## config.mk

```make
export PLATFORM = sky130hd
export DESIGN_NAME = json_string_escaper_top
export DESIGN_NICKNAME = d
export VERILOG_FILES = /design/src/sv/jse_pkg.sv /design/src/sv/json_string_escaper_top.sv /design/src/sv/jse_front.sv /design/src/sv/jse_queue.sv /design/src/sv/jse_back.sv
export SDC_FILE = /design/constraint.sdc
export NUM_CORES = 1
export LEC_CHECK = 0
export BUFFER_PORTS_ARGS = -buffer_cell sky130_fd_sc_hd__buf_4
export CAP_MARGIN = 5
export CORE_UTILIZATION = 47
export CTS_CLUSTER_SIZE = 14
export DETAILED_ROUTE_END_ITERATION = 8
export GPL_ROUTABILITY_DRIVEN = 0
export GPL_TIMING_DRIVEN = 0
export PLACE_DENSITY_LB_ADDON = 0.25
export SKIP_CTS_REPAIR_TIMING = 1
export SYNTH_ARGS = -nofsm -noshare
export SYNTH_HDL_FRONTEND = slang
export SYNTH_SLANG_ARGS = --single-unit
```

## constraint.sdc

```tcl
create_clock -name clock -period 11.5 [get_ports clock]
set_clock_uncertainty 0.15 [all_clocks]
set_input_delay 1.15 -clock clock [delete_from_list [all_inputs] [get_ports clock]]
set_output_delay 1.15 -clock clock [all_outputs]
set_load 0.1 [all_outputs]
```

## src/sv/jse_pkg.sv

```systemverilog
// jse_pkg: shared types, character codes and helper functions of the JSON string escaper.
// Used by jse_front, jse_queue, jse_back and json_string_escaper_top; depends on nothing.
`default_nettype none

package jse_pkg;

   // Output form of one decoded character.
   localparam logic [1:0] KIND_CHAR = 2'd0;  // one character as is
   localparam logic [1:0] KIND_PAIR = 2'd1;  // backslash and a letter
   localparam logic [1:0] KIND_U6   = 2'd2;  // one backslash-u escape
   localparam logic [1:0] KIND_U12  = 2'd3;  // surrogate pair of escapes

   localparam logic [20:0] REPLACEMENT_CP = 21'h00FFFD;
   localparam logic [7:0]  CHAR_BACKSLASH = 8'h5C;
   localparam logic [7:0]  CHAR_U         = 8'h75;
   localparam logic [7:0]  CHAR_NONE      = 8'h00;

   typedef struct packed {
      logic [1:0]  kind;
      logic [15:0] word_hi;  // character, letter, or first escape value
      logic [15:0] word_lo;  // second escape value of a surrogate pair
   } token_type;

   // One queue word: the characters caused by one input byte.
   typedef struct packed {
      token_type tok0;
      token_type tok1;
      logic      two;      // tok1 is present
      logic      str_end;  // byte closed the string
      logic      err;      // sticky error flag including this byte
   } entry_type;

   // Escape letter of a special character, CHAR_NONE for all others.
   function automatic logic [7:0] escape_letter(input logic [20:0] cp);
      logic [7:0] letter;
      unique case (cp)
         21'h000008: letter = 8'h62;  // b
         21'h00000C: letter = 8'h66;  // f
         21'h00000A: letter = 8'h6E;  // n
         21'h00000D: letter = 8'h72;  // r
         21'h000009: letter = 8'h74;  // t
         21'h00005C: letter = 8'h5C;  // backslash
         21'h000022: letter = 8'h22;  // double quote
         default:    letter = CHAR_NONE;
      endcase
      return letter;
   endfunction

   function automatic logic [7:0] hex_char(input logic [3:0] nib);
      logic [7:0] c;
      if (nib < 4'd10) begin
         c = 8'h30 + {4'h0, nib};
      end else begin
         c = 8'h37 + {4'h0, nib};
      end
      return c;
   endfunction

   // Classify a code point (or a raw byte in simple mode) into its output form.
   function automatic token_type make_token(input logic [20:0] cp, input logic raw);
      token_type  t;
      logic [7:0] letter;
      logic [20:0] v;
      letter    = escape_letter(cp);
      v         = cp - 21'h010000;
      t.kind    = KIND_CHAR;
      t.word_hi = {8'h00, cp[7:0]};
      t.word_lo = 16'h0000;
      if (letter != CHAR_NONE) begin
         t.kind    = KIND_PAIR;
         t.word_hi = {8'h00, letter};
      end else if (raw || (cp < 21'h000080 && cp >= 21'h000020)) begin
         t.kind = KIND_CHAR;
      end else if (cp <= 21'h00FFFF) begin
         t.kind    = KIND_U6;
         t.word_hi = cp[15:0];
      end else begin
         t.kind    = KIND_U12;
         t.word_hi = {6'b110110, v[19:10]};
         t.word_lo = {6'b110111, v[9:0]};
      end
      return t;
   endfunction

endpackage

`default_nettype wire

```

## src/sv/json_string_escaper_top.sv

```systemverilog
// json_string_escaper_top: JSON string escaper, UTF-8 bytes in, escaped ASCII characters out.
// Depends on jse_pkg, jse_front, jse_queue and jse_back.
//
// Usage:
//   req_*  : one string byte per word (req_in_byte), req_string_end on the last byte.
//   rsp_*  : one output character per word; rsp_run_last marks the last character of a
//            byte, rsp_string_done the last of the string, rsp_encoding_error is the
//            sticky malformed-UTF-8 flag, shown only with rsp_string_done.
//   csr_*  : write csr_unicode_mode (1 decodes UTF-8, 0 escapes only the seven specials)
//            while the block is idle; csr_ready is always high. A write drops any open
//            UTF-8 sequence.
//   Path: the characters of an accepted byte pass through the queue and then the output
//   register before they are offered.
//   Throughput: one character per cycle at the output register while rsp_ready is high; a
//   byte yielding one character sustains one byte per cycle. Escapes take 2, 6 or 12
//   characters, which the back part emits one per cycle. Lead bytes of a sequence
//   produce no word.
//   A QUEUE_DEPTH-word queue decouples decoding from output, so the front keeps taking
//   bytes while rsp_ready is low until the queue fills; the output word holds.
//   Reset: empties the queue and output register, clears the decoder and error flag,
//   and selects unicode mode.
`default_nettype none

module json_string_escaper_top #(
   parameter int QUEUE_DEPTH = 4
) (
   input  wire logic       clock,
   input  wire logic       reset,
   input  wire logic       req_valid,
   output logic            req_ready,
   input  wire logic [7:0] req_in_byte,
   input  wire logic       req_string_end,
   output logic            rsp_valid,
   input  wire logic       rsp_ready,
   output logic [7:0]      rsp_out_char,
   output logic            rsp_run_last,
   output logic            rsp_string_done,
   output logic            rsp_encoding_error,
   input  wire logic       csr_valid,
   output logic            csr_ready,
   input  wire logic       csr_unicode_mode
);

   jse_pkg::entry_type push_word, head_word;
   logic q_push, q_pop, q_full, q_empty;

   // Register writes are taken at once.
   assign csr_ready = 1'b1;

   // Front: decode and classify one byte per cycle while the queue is not full.
   jse_front u_front (
      .clock      (clock),
      .reset      (reset),
      .req_valid  (req_valid),
      .req_ready  (req_ready),
      .in_byte    (req_in_byte),
      .string_end (req_string_end),
      .csr_write  (csr_valid && csr_ready),
      .csr_data   (csr_unicode_mode),
      .q_full     (q_full),
      .q_push     (q_push),
      .q_entry    (push_word)
   );

   // Queue: hold decoded words while the back part is busy.
   jse_queue #(
      .DEPTH (QUEUE_DEPTH)
   ) u_queue (
      .clock     (clock),
      .reset     (reset),
      .push      (q_push),
      .push_data (push_word),
      .pop       (q_pop),
      .head      (head_word),
      .full      (q_full),
      .empty     (q_empty)
   );

   // Back: expand each word into characters.
   jse_back u_back (
      .clock          (clock),
      .reset          (reset),
      .head           (head_word),
      .q_empty        (q_empty),
      .q_pop          (q_pop),
      .rsp_valid      (rsp_valid),
      .rsp_ready      (rsp_ready),
      .out_char       (rsp_out_char),
      .run_last       (rsp_run_last),
      .string_done    (rsp_string_done),
      .encoding_error (rsp_encoding_error)
   );

   // End of string is always the last character of its byte.
   a_done_is_last: assert property (@(posedge clock) disable iff (reset)
      rsp_valid && rsp_string_done |-> rsp_run_last)
      else $error("string_done without run_last");

   // Error flag appears only with the end of the string.
   a_err_with_done: assert property (@(posedge clock) disable iff (reset)
      rsp_valid && rsp_encoding_error |-> rsp_string_done)
      else $error("encoding_error outside string_done");

   // Never pop an empty queue.
   a_no_pop_empty: assert property (@(posedge clock) disable iff (reset)
      q_pop |-> !q_empty)
      else $error("queue popped while empty");

   // Output register is empty right after reset.
   a_reset_clears: assert property (@(posedge clock)
      $past(reset) |-> !rsp_valid)
      else $error("rsp_valid high after reset");

endmodule

`default_nettype wire

```

## src/sv/jse_front.sv

```systemverilog
// jse_front: accepts string bytes, runs the UTF-8 decoder and classifies the result.
// Writes one queue word per byte that causes output; depends on jse_pkg.
`default_nettype none

module jse_front (
   input  wire logic               clock,
   input  wire logic               reset,
   input  wire logic               req_valid,
   output logic                    req_ready,
   input  wire logic [7:0]         in_byte,
   input  wire logic               string_end,
   input  wire logic               csr_write,
   input  wire logic               csr_data,
   input  wire logic               q_full,
   output logic                    q_push,
   output jse_pkg::entry_type      q_entry
);

   logic        mode_ff, mode_in;
   logic [20:0] pcp_ff, pcp_in;
   logic [1:0]  bse_ff, bse_in;
   logic [1:0]  slen_ff, slen_in;
   logic        err_ff, err_in;

   logic [20:0] dec_pcp;
   logic [1:0]  dec_bse;
   logic [1:0]  dec_slen;
   logic        e_a, mid_v, mid_bad, e_d, any_out;
   logic [20:0] mid_cp, acc;
   logic [7:0]  lower, upper;
   logic        in_range, do_start, accept;
   jse_pkg::entry_type ent;

   assign req_ready = !q_full;
   assign accept    = req_valid && req_ready;
   assign acc       = {pcp_ff[14:0], in_byte[5:0]};

   always_comb begin
      lower = 8'h80;
      upper = 8'hBF;
      if (bse_ff == slen_ff) begin
         if (slen_ff == 2'd2 && pcp_ff == 21'h0) lower = 8'hA0;
         if (slen_ff == 2'd2 && pcp_ff == 21'hD) upper = 8'h9F;
         if (slen_ff == 2'd3 && pcp_ff == 21'h0) lower = 8'h90;
         if (slen_ff == 2'd3 && pcp_ff == 21'h4) upper = 8'h8F;
      end
      in_range = (in_byte >= lower) && (in_byte <= upper);
      do_start = (bse_ff == 2'd0) || !in_range;
      e_a      = (bse_ff != 2'd0) && !in_range;

      dec_pcp  = pcp_ff;
      dec_bse  = bse_ff;
      dec_slen = slen_ff;
      mid_v    = 1'b0;
      mid_bad  = 1'b0;
      mid_cp   = 21'h0;
      if (do_start) begin
         dec_pcp  = 21'h0;
         dec_bse  = 2'd0;
         dec_slen = 2'd0;
         if (in_byte < 8'h80) begin
            mid_v  = 1'b1;
            mid_cp = {13'h0, in_byte};
         end else if (in_byte >= 8'hC2 && in_byte <= 8'hDF) begin
            dec_pcp  = {16'h0, in_byte[4:0]};
            dec_bse  = 2'd1;
            dec_slen = 2'd1;
         end else if (in_byte >= 8'hE0 && in_byte <= 8'hEF) begin
            dec_pcp  = {17'h0, in_byte[3:0]};
            dec_bse  = 2'd2;
            dec_slen = 2'd2;
         end else if (in_byte >= 8'hF0 && in_byte <= 8'hF4) begin
            dec_pcp  = {18'h0, in_byte[2:0]};
            dec_bse  = 2'd3;
            dec_slen = 2'd3;
         end else begin
            mid_v   = 1'b1;
            mid_bad = 1'b1;
            mid_cp  = jse_pkg::REPLACEMENT_CP;
         end
      end else begin
         dec_pcp = acc;
         dec_bse = bse_ff - 2'd1;
         if (bse_ff == 2'd1) begin
            mid_v    = 1'b1;
            mid_cp   = acc;
            dec_pcp  = 21'h0;
            dec_slen = 2'd0;
         end
      end
      // Truncated sequence at the end of the string.
      e_d = string_end && (dec_bse != 2'd0);

      if (mode_ff) begin
         any_out      = e_a || mid_v || e_d;
         ent.two      = (e_a && mid_v) || (e_a && e_d) || (mid_v && e_d);
         ent.err      = err_ff || e_a || mid_bad || e_d;
         ent.tok0     = jse_pkg::make_token(
                           e_a ? jse_pkg::REPLACEMENT_CP :
                           (mid_v ? mid_cp : jse_pkg::REPLACEMENT_CP), 1'b0);
         ent.tok1     = jse_pkg::make_token(
                           (e_a && mid_v) ? mid_cp : jse_pkg::REPLACEMENT_CP, 1'b0);
      end else begin
         any_out      = 1'b1;
         ent.two      = 1'b0;
         ent.err      = err_ff;
         ent.tok0     = jse_pkg::make_token({13'h0, in_byte}, 1'b1);
         ent.tok1     = ent.tok0;
      end
      ent.str_end = string_end;
   end

   assign q_push  = accept && any_out;
   assign q_entry = ent;

   always_comb begin
      mode_in = mode_ff;
      pcp_in  = pcp_ff;
      bse_in  = bse_ff;
      slen_in = slen_ff;
      err_in  = err_ff;
      if (csr_write) begin
         // Mode change drops any open sequence, keeps the error flag.
         mode_in = csr_data;
         pcp_in  = 21'h0;
         bse_in  = 2'd0;
         slen_in = 2'd0;
      end else if (accept) begin
         if (string_end) begin
            pcp_in  = 21'h0;
            bse_in  = 2'd0;
            slen_in = 2'd0;
            err_in  = 1'b0;
         end else if (mode_ff) begin
            pcp_in  = dec_pcp;
            bse_in  = dec_bse;
            slen_in = dec_slen;
            err_in  = ent.err;
         end
      end
   end

   always_ff @(posedge clock) begin
      if (reset) begin
         mode_ff <= 1'b1;
         pcp_ff  <= 21'h0;
         bse_ff  <= 2'd0;
         slen_ff <= 2'd0;
         err_ff  <= 1'b0;
      end else begin
         mode_ff <= mode_in;
         pcp_ff  <= pcp_in;
         bse_ff  <= bse_in;
         slen_ff <= slen_in;
         err_ff  <= err_in;
      end
   end

endmodule

`default_nettype wire

```

## src/sv/jse_queue.sv

```systemverilog
// jse_queue: short queue of decoded words between the front and back parts.
// Depends on jse_pkg for the word type.
`default_nettype none

module jse_queue #(
   parameter int DEPTH = 4
) (
   input  wire logic               clock,
   input  wire logic               reset,
   input  wire logic               push,
   input  wire jse_pkg::entry_type push_data,
   input  wire logic               pop,
   output jse_pkg::entry_type      head,
   output logic                    full,
   output logic                    empty
);

   localparam int CW = $clog2(DEPTH + 1);

   // Slot 0 always holds the oldest word; a pop shifts every slot down by one.
   jse_pkg::entry_type slot_ff [DEPTH];
   jse_pkg::entry_type slot_in [DEPTH];
   logic [CW-1:0] count_ff, count_in;
   logic [CW-1:0] wr_pos;

   assign full  = (count_ff == CW'(DEPTH));
   assign empty = (count_ff == '0);
   assign head  = slot_ff[0];

   always_comb begin
      count_in = count_ff;
      if (push && !pop) begin
         count_in = count_ff + CW'(1);
      end else if (pop && !push) begin
         count_in = count_ff - CW'(1);
      end
      // A word pushed together with a pop lands one slot lower.
      wr_pos = pop ? count_ff - CW'(1) : count_ff;
      for (int i = 0; i < DEPTH; i++) begin
         slot_in[i] = slot_ff[i];
      end
      if (pop) begin
         for (int i = 0; i < DEPTH - 1; i++) begin
            slot_in[i] = slot_ff[i + 1];
         end
      end
      if (push) begin
         for (int i = 0; i < DEPTH; i++) begin
            if (wr_pos == CW'(i)) begin
               slot_in[i] = push_data;
            end
         end
      end
   end

   always_ff @(posedge clock) begin
      slot_ff <= slot_in;
   end

   always_ff @(posedge clock) begin
      if (reset) begin
         count_ff <= '0;
      end else begin
         count_ff <= count_in;
      end
   end

endmodule

`default_nettype wire

```

## src/sv/jse_back.sv

```systemverilog
// jse_back: expands queued words into escaped characters, one per cycle unless stalled, into the output register.
// Depends on jse_pkg.
`default_nettype none

module jse_back (
   input  wire logic               clock,
   input  wire logic               reset,
   input  wire jse_pkg::entry_type head,
   input  wire logic               q_empty,
   output logic                    q_pop,
   output logic                    rsp_valid,
   input  wire logic               rsp_ready,
   output logic [7:0]              out_char,
   output logic                    run_last,
   output logic                    string_done,
   output logic                    encoding_error
);

   logic [3:0]  idx_ff, idx_in;
   logic        sel_ff, sel_in;
   logic        valid_ff, valid_in;
   logic [7:0]  char_ff, char_in;
   logic        last_ff, last_in;
   logic        done_ff, done_in;
   logic        err_ff, err_in;

   jse_pkg::token_type tok;
   logic [3:0]  tok_len, j;
   logic [15:0] w;
   logic [7:0]  ch;
   logic        tok_last, ent_last, load;

   assign tok  = sel_ff ? head.tok1 : head.tok0;
   assign load = !q_empty && (!valid_ff || rsp_ready);

   always_comb begin
      unique case (tok.kind)
         jse_pkg::KIND_CHAR: tok_len = 4'd1;
         jse_pkg::KIND_PAIR: tok_len = 4'd2;
         jse_pkg::KIND_U6:   tok_len = 4'd6;
         jse_pkg::KIND_U12:  tok_len = 4'd12;
         default:            tok_len = 4'd1;
      endcase
      // Second escape of a surrogate pair starts at character six.
      if (idx_ff >= 4'd6) begin
         j = idx_ff - 4'd6;
         w = tok.word_lo;
      end else begin
         j = idx_ff;
         w = tok.word_hi;
      end
      unique case (tok.kind)
         jse_pkg::KIND_CHAR: ch = tok.word_hi[7:0];
         jse_pkg::KIND_PAIR: ch = (idx_ff == 4'd0) ? jse_pkg::CHAR_BACKSLASH
                                                   : tok.word_hi[7:0];
         default: begin
            case (j)
               4'd0:    ch = jse_pkg::CHAR_BACKSLASH;
               4'd1:    ch = jse_pkg::CHAR_U;
               4'd2:    ch = jse_pkg::hex_char(w[15:12]);
               4'd3:    ch = jse_pkg::hex_char(w[11:8]);
               4'd4:    ch = jse_pkg::hex_char(w[7:4]);
               4'd5:    ch = jse_pkg::hex_char(w[3:0]);
               default: ch = jse_pkg::CHAR_NONE;
            endcase
         end
      endcase
      tok_last = (idx_ff == tok_len - 4'd1);
      ent_last = tok_last && (sel_ff == head.two);
   end

   assign q_pop = load && ent_last;

   always_comb begin
      idx_in   = idx_ff;
      sel_in   = sel_ff;
      valid_in = valid_ff;
      char_in  = char_ff;
      last_in  = last_ff;
      done_in  = done_ff;
      err_in   = err_ff;
      if (load) begin
         valid_in = 1'b1;
         char_in  = ch;
         last_in  = ent_last;
         done_in  = ent_last && head.str_end;
         err_in   = ent_last && head.str_end && head.err;
         if (ent_last) begin
            idx_in = 4'd0;
            sel_in = 1'b0;
         end else if (tok_last) begin
            idx_in = 4'd0;
            sel_in = 1'b1;
         end else begin
            idx_in = idx_ff + 4'd1;
         end
      end else if (rsp_ready) begin
         valid_in = 1'b0;
      end
   end

   always_ff @(posedge clock) begin
      if (reset) begin
         idx_ff   <= 4'd0;
         sel_ff   <= 1'b0;
         valid_ff <= 1'b0;
      end else begin
         idx_ff   <= idx_in;
         sel_ff   <= sel_in;
         valid_ff <= valid_in;
      end
   end

   always_ff @(posedge clock) begin
      char_ff <= char_in;
      last_ff <= last_in;
      done_ff <= done_in;
      err_ff  <= err_in;
   end

   assign rsp_valid      = valid_ff;
   assign out_char       = char_ff;
   assign run_last       = last_ff;
   assign string_done    = done_ff;
   assign encoding_error = err_ff;

endmodule

`default_nettype wire
```

# Word-level counts from Yosys, hierarchy flattened
# Index checks and enable logic that the tools add are counted.
[word_totals] register_bits=331 word_cells=281 output_inout_bits=14
[classes] bitwise=1 n_eq_ne=41 reduce_logical=62 addsub=16 n_mux=92 order_cmp=20
[op_table] operator="$mux 21" n=15
[op_table] operator="$mux 284" n=1
[op_table] operator="$mux 71" n=4
[op_table] operator="$eq 21x4->1 const B" n=11
[op_table] operator="$mux 213" n=1
[op_table] operator="$pmux 7 s7" n=3
[op_table] operator="$mux 16" n=6
[op_table] operator="$mux 69" n=1
[op_table] operator="$mux 32" n=2
[op_table] operator="$mux 8" n=8
[op_table] operator="$add 6x4->7 const A" n=8
[op_table] operator="$mux 17" n=3
[op_table] operator="$pmux 8 s6" n=1
[op_table] operator="$eq 21x6->1 const B" n=2
[op_table] operator="$eq 21x7->1 const B" n=2
[op_table] operator="$ge 21x6->1 const B" n=2
[op_table] operator="$le 21x16->1 const B" n=2
[op_table] operator="$lt 21x8->1 const B" n=2
[op_table] operator="$eq 8x4->1 const B" n=5
[op_table] operator="$sub 20x17->20 const B" n=2
[op_table] operator="$mux 18" n=2
[op_table] operator="$mux 6" n=6
[op_table] operator="$mux 34" n=1
[op_table] operator="$mux 2" n=13
[op_table] operator="other kinds (46)" n=129

# Logic depth before layout (Yosys ltp)
# Gate-level depths: netlist (run 1).
[logic_depth] word_depth=20 depth_mapped=21 ltp_nobuf=19

# Modules after synthesis
# A second synthesis (run 1) with hierarchy kept.
[hier_totals] hier_cells=1636 area_unflattened_um2=19084.6
[modules_own_cells] module="jse_queue" cells_each=864 instances=1 area_each_um2=13249.0
[modules_own_cells] module="jse_front" cells_each=514 instances=1 area_each_um2=3484.6
[modules_own_cells] module="jse_back" cells_each=256 instances=1 area_each_um2=2339.7
[modules_own_cells] module="json_string_escaper_top" cells_each=2 instances=1 area_each_um2=11.3

# Worst setup path after synthesis (run 1)
# No wires, ideal clock.
[synth_timing] path_type="flip-flop to flip-flop" startpoint="reg u_front.pcp_ff[12]" endpoint="reg u_queue.slot_ff[0] in the netlist's numbering, enable pin" setup_time_ns=0.426 path_buffers=0 path_slack_ns=6.274 t_arrival_ns=4.649 stages_incl_launch_ff=13 t_required_ns=10.924 cell_sequence="dfxtp_1 > or3_1 > or3_1 > nor3_1 > and3b_1 > nand2b_1 > ha_1 > nor2b_1 > o31ai_2 > a21oi_2 > o22a_1 > a31oi_2 > o311a_1"
[synth_between] elab_chain_len=16
[synth_rtl] element="start, declared" line_no="jse_front.sv:20" rtl="logic [20:0] pcp_ff, pcp_in;"
[synth_rtl] element="start signal, assigned" line_no="jse_front.sv:152" rtl="pcp_ff <= pcp_in;"
[synth_rtl] element="$eq 21x4->1 or $logic_not 21->1 (tied branches)" line_no="jse_front.sv:43, jse_front.sv:42, jse_front.sv:44"
[synth_rtl] element="$logic_and 1x1->1 (on tied branches)" line_no="jse_front.sv:43, jse_front.sv:42"
[synth_rtl] element="$mux 6 (on tied branches)" line_no="jse_front.sv:43, jse_front.sv:42"
[synth_rtl] element="$mux 6 (on tied branches)" line_no="jse_front.sv:45, jse_front.sv:44"
[synth_rtl] element="$mux 6" line_no="jse_front.sv:41" rtl="if (bse_ff == slen_ff) begin"
[synth_rtl] element="$le 8x8->1 or $ge 8x8->1 (tied branches)" line_no="jse_front.sv:47" rtl="in_range = (in_byte >= lower) && (in_byte <= upper);"
[synth_rtl] element="$logic_and 1x1->1 (*)" line_no="jse_front.sv:47"
[synth_rtl] element="$logic_not 1->1 (*)" line_no="jse_front.sv:48, jse_front.sv:49"
[synth_rtl] element="$logic_or 1x1->1" line_no="jse_front.sv:48" rtl="do_start = (bse_ff == 2'd0) || !in_range;"
[synth_rtl] element="$mux 2" line_no="jse_front.sv:57" rtl="if (do_start) begin"
[synth_rtl] element="$reduce_bool 2->1" line_no="jse_front.sv:92" rtl="e_d = string_end && (dec_bse != 2'd0);"
[synth_rtl] element="$logic_and 1x1->1" line_no="jse_front.sv:92"
[synth_rtl] element="$logic_or 1x1->1 (*)" line_no="jse_front.sv:95" rtl="any_out = e_a || mid_v || e_d;"
[synth_rtl] element="$mux 1 (*)" line_no="jse_front.sv:94" rtl="if (mode_ff) begin"
[synth_rtl] element="$logic_and 1x1->1 (*)" line_no="jse_front.sv:113" rtl="assign q_push = accept && any_out;"
[synth_rtl] element="$reduce_and 2->1 (no line) (*)"
[synth_rtl] element="end signal, assigned" line_no="jse_queue.sv:57" rtl="slot_ff <= slot_in;"
[synth_rtl] element="end, declared" line_no="jse_queue.sv:21" rtl="jse_pkg::entry_type slot_ff [DEPTH];"
# Mark *: on every way between the ends. The rest lies on a longest branch, timed or not.
# A chain may end at the register's enable or synchronous reset.

==> flow_summary.ini, run 1 <==
[clock_network]
numClockSinks = 321
clockBufferDepth = 3
cts_root_buffer = clkbuf_16
cts_tree = built
cts_buffers = 35
worstSkewPairLatency_ns = 0.52
htree_levels = 2
path_clk_slew_ns = 0.06

[global_route]
antenna_found_initial = 1
grt_overflow = 0
grt_first_pass_wirelength_um = 73890
grt_max_degree = 62
grt_usage_pct = 27.81
grt_pass1_vias = 13230

[logic_synthesis]
yosysTopAreaCellShare_pct = 31.89
synth-edff-count = 72
ys_seq_elements = 321
synth-main-ff-cell = dfxtp_1
syn_avg_cell_area_um2 = 8.266
synth.area.top_cells = dfxtp_1, edfxtp_1, nand2_1, a21oi_1, and3_1
netlist_area_um2 = 15630
synth_common_cells = nand2_1, dfxtp_1, a21oi_1, and3_1, nor2_1
syn_inst = 1891
yosys.cell_types.count = 89
async_flop_share_pct = 0
synth_largest_area_cell = dfxtp_1
yosys_warnings = 0
synth.most_common_cell = nand2_1
seq_area_frac_synth_pct = 45.72

[die]
die_y_um = 184.4
row_count = 66
fp.coreArea_um2 = 32620
die_area_um2 = 33990
ios = 29
initial_utilization_pct = 47.92
die_x_um = 184.4

[outcome]
status = completed

[power]
peakVddDrop_mv = 0.1851
p_per_area_nw_per_um2 = 288.3
clock_power_share_pct = 21.2
switching_share_pct = 40.67
comb_power_share_pct = 41.9
switching_power_mw = 2.055
p_leak_nw = 7.001
p_total_mw = 5.053
seqPwrFrac_pct = 36.8
internal-power_mw = 2.998

[route]
via_per_inst = 5.907
firstDrtPassIters = 6
wl_met3_um = 4057
highest-signal-layer = met4
drt-total-wl_um = 47100
num_vias = 14380
wl_per_cell_um = 19.34
wl_met1_um = 20290
drc_errors = 0
ant_nets = 0
dr.first_iter.drc_count = 1706
met2_length_um = 20980

[setup_path]
endpoint_kind = register
start_kind = register
crit_type = reg2reg
worstPathMaxFanout = 10
crit_arrival_ns = 6.06
required_ns = 11.79

[timing]
maxSlewHeadroom_pct = 30.53
hold_viol_final = 0
drv_slew = 0
layout_min_cycle_time_ns = 5.775
fin_crit_sh_pct = 50.22
tightestPinTransition_ns = 1.028
setup_tns_ns = 0
setup_viol = 0
max_freq_mhz = 173.1
fin_hold_ws_ns = 0.2992
rsz0062_at_grt = false

[layout]
num-nets-final = 2001
design_area_um2 = 17530
syn_to_final_growth_pct = 12.14
drive_gt1_share_pct = 8.384
instances_no_fill = 2435

[place]
place.detailed.hpwl_um = 35050
place_inst = 2370
io_buffers = 25
placed_cell_area_um2 = 16430

[flow_run]
cap_viol_max_count = 0

[min_path]
hold_class = reg2reg
## per-stage QoR
stage          utilization (%)  setup WS (ns)
2_1_floorplan                -          6.274
3_3_place_gp             50.33          4.689
3_5_place_dp             50.36          5.939
4_1_cts                  53.73          5.849
5_1_grt                  53.73          5.495
6_report                 53.74          5.725
## kinds of logic (layout without fill, tap and decap cells)
| logic type | after synthesis | after routing | share of synthesized area (%) |
|---|---|---|---|
| multiplexers | 32 | 32 | 3.282 |
| AND/OR/NAND/NOR | 852 | 852 | 25.07 |
| flip-flops | 321 | 321 | 45.72 |
| XOR/XNOR | 18 | 18 | 1.009 |
| other | 2 | 15 | 0.04804 |
| buffers and inverters | 198 | 287 | 5.179 |
| adder cells (fa/ha/maj) | 21 | 21 | 1.681 |
| AO/OA/AOI/OAI | 447 | 447 | 18.01 |
## path summary, 6_finish.rpt
path,from,to,slack [ns],depth (start not counted)
setup / recovery,u_front.pcp_ff[12]$_SDFFE_PP0P_,u_queue.slot_ff[180]$_DFF_P_,5.72,20
hold / removal,u_queue.slot_ff[76]$_DFF_P_,u_queue.slot_ff[147]$_DFF_P_,0.30,2
setup reg to reg,u_front.pcp_ff[12]$_SDFFE_PP0P_,u_queue.slot_ff[180]$_DFF_P_,5.72,20
hold reg to reg,u_queue.slot_ff[76]$_DFF_P_,u_queue.slot_ff[147]$_DFF_P_,0.30,2
## power by group through the flow
| stage | logic (mW) | clock network (mW) | registers, mW |
|---|---|---|---|
| global route | 2.34 | 1.14 | 1.90 |
| global placement | 2.01 | 0 | 1.86 |
| detailed placement | 2.07 | 0 | 1.87 |
| finish | 2.12 | 1.07 | 1.86 |
| floorplan | 1.46 | 0 | 1.91 |
| CTS | 2.09 | 1.09 | 1.85 |
## critical path: stages (launching register included)
cell and delay (ns):
dfxtp_1 0.38, or3_1 0.49, or3_1 0.41, nor3_1 0.27
and3b_1 0.21, nand2b_1 0.07, ha_1 0.28, and4bb_1 0.24
nand3_1 0.18, a211oi_2 0.43, buf_2 0.31, nand2_1 0.12
ha_1 0.28, inv_1 0.09, a21oi_1 0.07, and4_1 0.26
or2_1 0.31, nor2_4 0.25, buf_6 0.20, nand4_1 0.36
a21oi_1 0.32
## sequential cells by signal, indices dropped and copies added (netlist names)
name	flops
u_queue.head	71
u_back.sel_ff	1
u_queue.count_ff	3
u_back.idx_ff	4
u_back.out_char	8
u_back.string_done	1
u_front.mode_ff	1
u_back.run_last	1
u_front.err_ff	1
u_back.encoding_error	1
u_back.rsp_valid	1
u_front.slen_ff	2
u_front.bse_ff	2
u_queue.slot_ff	203
u_front.pcp_ff	21
## layout make-up
cell class	count	area, µm²
well taps	442	553.0
flip-flops and latches	321	7147
inverters	65	244.0
diodes	1	2.502
fillers	3085	15090
clock buffers	49	978.4
multi-input cells	1384	7731
clock inverters	15	118.9
plain buffers	133	565.5
repair buffers	25	187.7
## layer usage
| layer | vias up | GRT usage [%] |
|---|---|---|
| met1 | 6760 | 38.02 |
| met3 | 132 | 4.149 |
| met4 | 0 | 9.833 |
| met5 | - | 0 |
| li1 | 6789 | - |
| met2 | 702 | 44.60 |
## cell usage in the layout (no fill, tap or decap), types with 35 or more instances in the layout
| master | Yosys | final |
|---|---|---|
| nand2_1 | 469 | 469 |
| dfxtp_1 | 249 | 249 |
| a21oi_1 | 200 | 200 |
| and3_1 | 115 | 115 |
| nor2_1 | 110 | 110 |
| clkbuf_1 | 87 | 96 |
| edfxtp_1 | 72 | 72 |
| a31oi_1 | 65 | 65 |
| inv_1 | 64 | 64 |
| o21ai_0 | 38 | 38 |
| clkbuf_16 | 0 | 35 |
(Power assumes the default switching activity.)
==> run 2, diff against run 1 <==
==> constraint.sdc (replaced) <==
create_clock -name clock -period 5.56 [get_ports clock]
set_clock_uncertainty 0.15 [all_clocks]
set_input_delay 0.556 -clock clock [delete_from_list [all_inputs] [get_ports clock]]
set_output_delay 0.556 -clock clock [all_outputs]
set_load 0.1 [all_outputs]
==> run 2 against run 1 <==
  * Largest power group unchanged
  * Worst setup slack got worse by 5.5 ns
  * Non-clock buffer count increased by 3
  * First-iteration DRC count shrank 2.3%
  * Die area is the same
  * Final cell count about the same
  * Total power grew 110%
  * Highest routed layer unchanged
  * Utilization is 0.30 points higher
  * Global-route usage unchanged
  * Sequential cell count did not move
  * Combinational power increased by 110%
  * Clock power up 110%
  * Sequential power rose by 110%
==> flow_summary.ini, run 2 (same netlist as run 1, synthesis figures left out) <==
[global_route]
grt_pass1_vias = 13230
antenna_found_initial = 1
grt_usage_pct = 27.81
grt_overflow = 0
grt_max_degree = 62
grt_first_pass_wirelength_um = 73890

[setup_path]
crit_type = reg2reg
crit_arrival_ns = 5.46
required_ns = 5.68
worstPathMaxFanout = 10
path_delay_family = simple AND/OR/NAND/NOR gates
path_buf_inv = 4
start_kind = register
cp_slowest_cell = or3_4
startpoint = u_front.pcp_ff[12]$_SDFFE_PP0P_
slowest_delay_ns = 0.44
endpoint_kind = register
r2r_start = u_front.pcp_ff[12]$_SDFFE_PP0P_
path_cells = or3_4, or3_1, nor3_2, and3b_1, nand2b_1, ha_1, nor2b_1, o31ai_4, a211oi_4, buf_4, nand2_1, ha_1, inv_1, a2111o_1, a2111oi_2, o21a_2, nor2_4, buf_6, nand3b_1, inv_1

[flow_run]
cap_viol_max_count = 0

[power]
p_total_mw = 10.45
comb_power_share_pct = 41.9
peakVddDrop_mv = 0.3828
internal-power_mw = 6.206
seqPwrFrac_pct = 36.8
clock_power_share_pct = 21.2
p_leak_nw = 7.018
switching_power_mw = 4.249
switching_share_pct = 40.64
p_per_area_nw_per_um2 = 593.2

[timing]
setup_viol = 0
rsz0062_at_grt = false
hold_viol_final = 0
drv_slew = 0
max_freq_mhz = 187.4
fin_crit_sh_pct = 95.99
layout_min_cycle_time_ns = 5.337
maxSlewHeadroom_pct = 32.03
setup_tns_ns = 0
tightestPinTransition_ns = 1.005

[layout]
layout_commonest_cell = nand2_1
design_area_um2 = 17620
num-nets-final = 2004
layout_common_cells = nand2_1, dfxtp_1, a21oi_1, and3_1, nor2_1
syn_to_final_growth_pct = 12.75
antenna_cells = 0
fillers = 3075
regMostFlops = u_queue.slot_ff
drive_gt1_share_pct = 8.872
largest_reg_flops = 203

[place]
io_buffers = 25
placed_cell_area_um2 = 16430
place.detailed.hpwl_um = 35050

[die]
die_area_um2 = 33990
die_x_um = 184.4
die_y_um = 184.4
initial_utilization_pct = 47.92
fp.coreArea_um2 = 32620
row_count = 66
ios = 29

[clock_network]
cts_buffers = 35
worstSkewPairLatency_ns = 0.52
cts_tree = built
htree_levels = 2
cts_root_buffer = clkbuf_16
path_clk_slew_ns = 0.06
numClockSinks = 321
clockBufferDepth = 3

[min_path]
min_from = reset
hold_class = in2reg

[route]
firstDrtPassIters = 6
dr.first_iter.drc_count = 1667
ant_nets = 0
drc_errors = 0
num_vias = 14390
drt-total-wl_um = 47110
wl_per_cell_um = 19.33
via_per_inst = 5.906

[outcome]
status = completed
==> run 2: final timing paths <==
kind / endpoint / slack (ns) / cells after the start
worst max register to register: u_queue.slot_ff[39]$_DFFE_PP_ / 0.22 / 20
worst min register to register: u_queue.slot_ff[147]$_DFF_P_ / 0.30 / 2
worst min-delay path: u_front.err_ff$_SDFFE_PP0P_ / 0.1 / 2
worst max-delay path: u_queue.slot_ff[39]$_DFFE_PP_ / 0.22 / 20
==> run 2: area by class of cell <==
cell class                 instances  area [µm²]  share of cell area, %
inverter                          65       244.0                  1.384
timing repair buffer              28       210.2                  1.193
buffer                           133       568.0                  3.223
sequential                       321        7147                  40.55
multi-input combinational       1384        7805                  44.29
clock buffer                      49       978.4                  5.552
clock inverter                    15       118.9                 0.6744
tap                              442       553.0                  3.138
==> run 2: layer usage <==
metal | track usage, % | part of all wire, % | vias to the layer above
li1 | - | - | 6791
met4 | 9.833 | 3.4 | 0
met3 | 4.149 | 8.6 | 111
met1 | 38.02 | 43 | 6816
met5 | 0 | 0 | -
met2 | 44.60 | 45 | 674
==> run 2: power groups by stage <==
stage	Sequential (mW)	Clock (mW)	Combinational, mW
CTS	3.83	2.25	4.31
floorplan	3.96	0	3.01
global route	3.92	2.35	4.85
detailed placement	3.87	0	4.29
global placement	3.85	0	4.16
finish	3.85	2.22	4.38
==> run 2: per-stage QoR <==
stage / setup WS, ns / hold WS, ns / cells / util (%)
final: 0.2230 / 0.09713 / 2437 / 54.03
after global routing: 0.04319 / 0.09514 / 2437 / 54.03
after CTS: -0.09124 / 0.08085 / 2434 / 53.73
after detailed placement: -0.0009051 / 0.2955 / 2370 / 50.36
after global placement: -1.251 / 0.2945 / 2370 / 50.33
after floorplan: 0.3341 / 0.2774 / 1903 / -
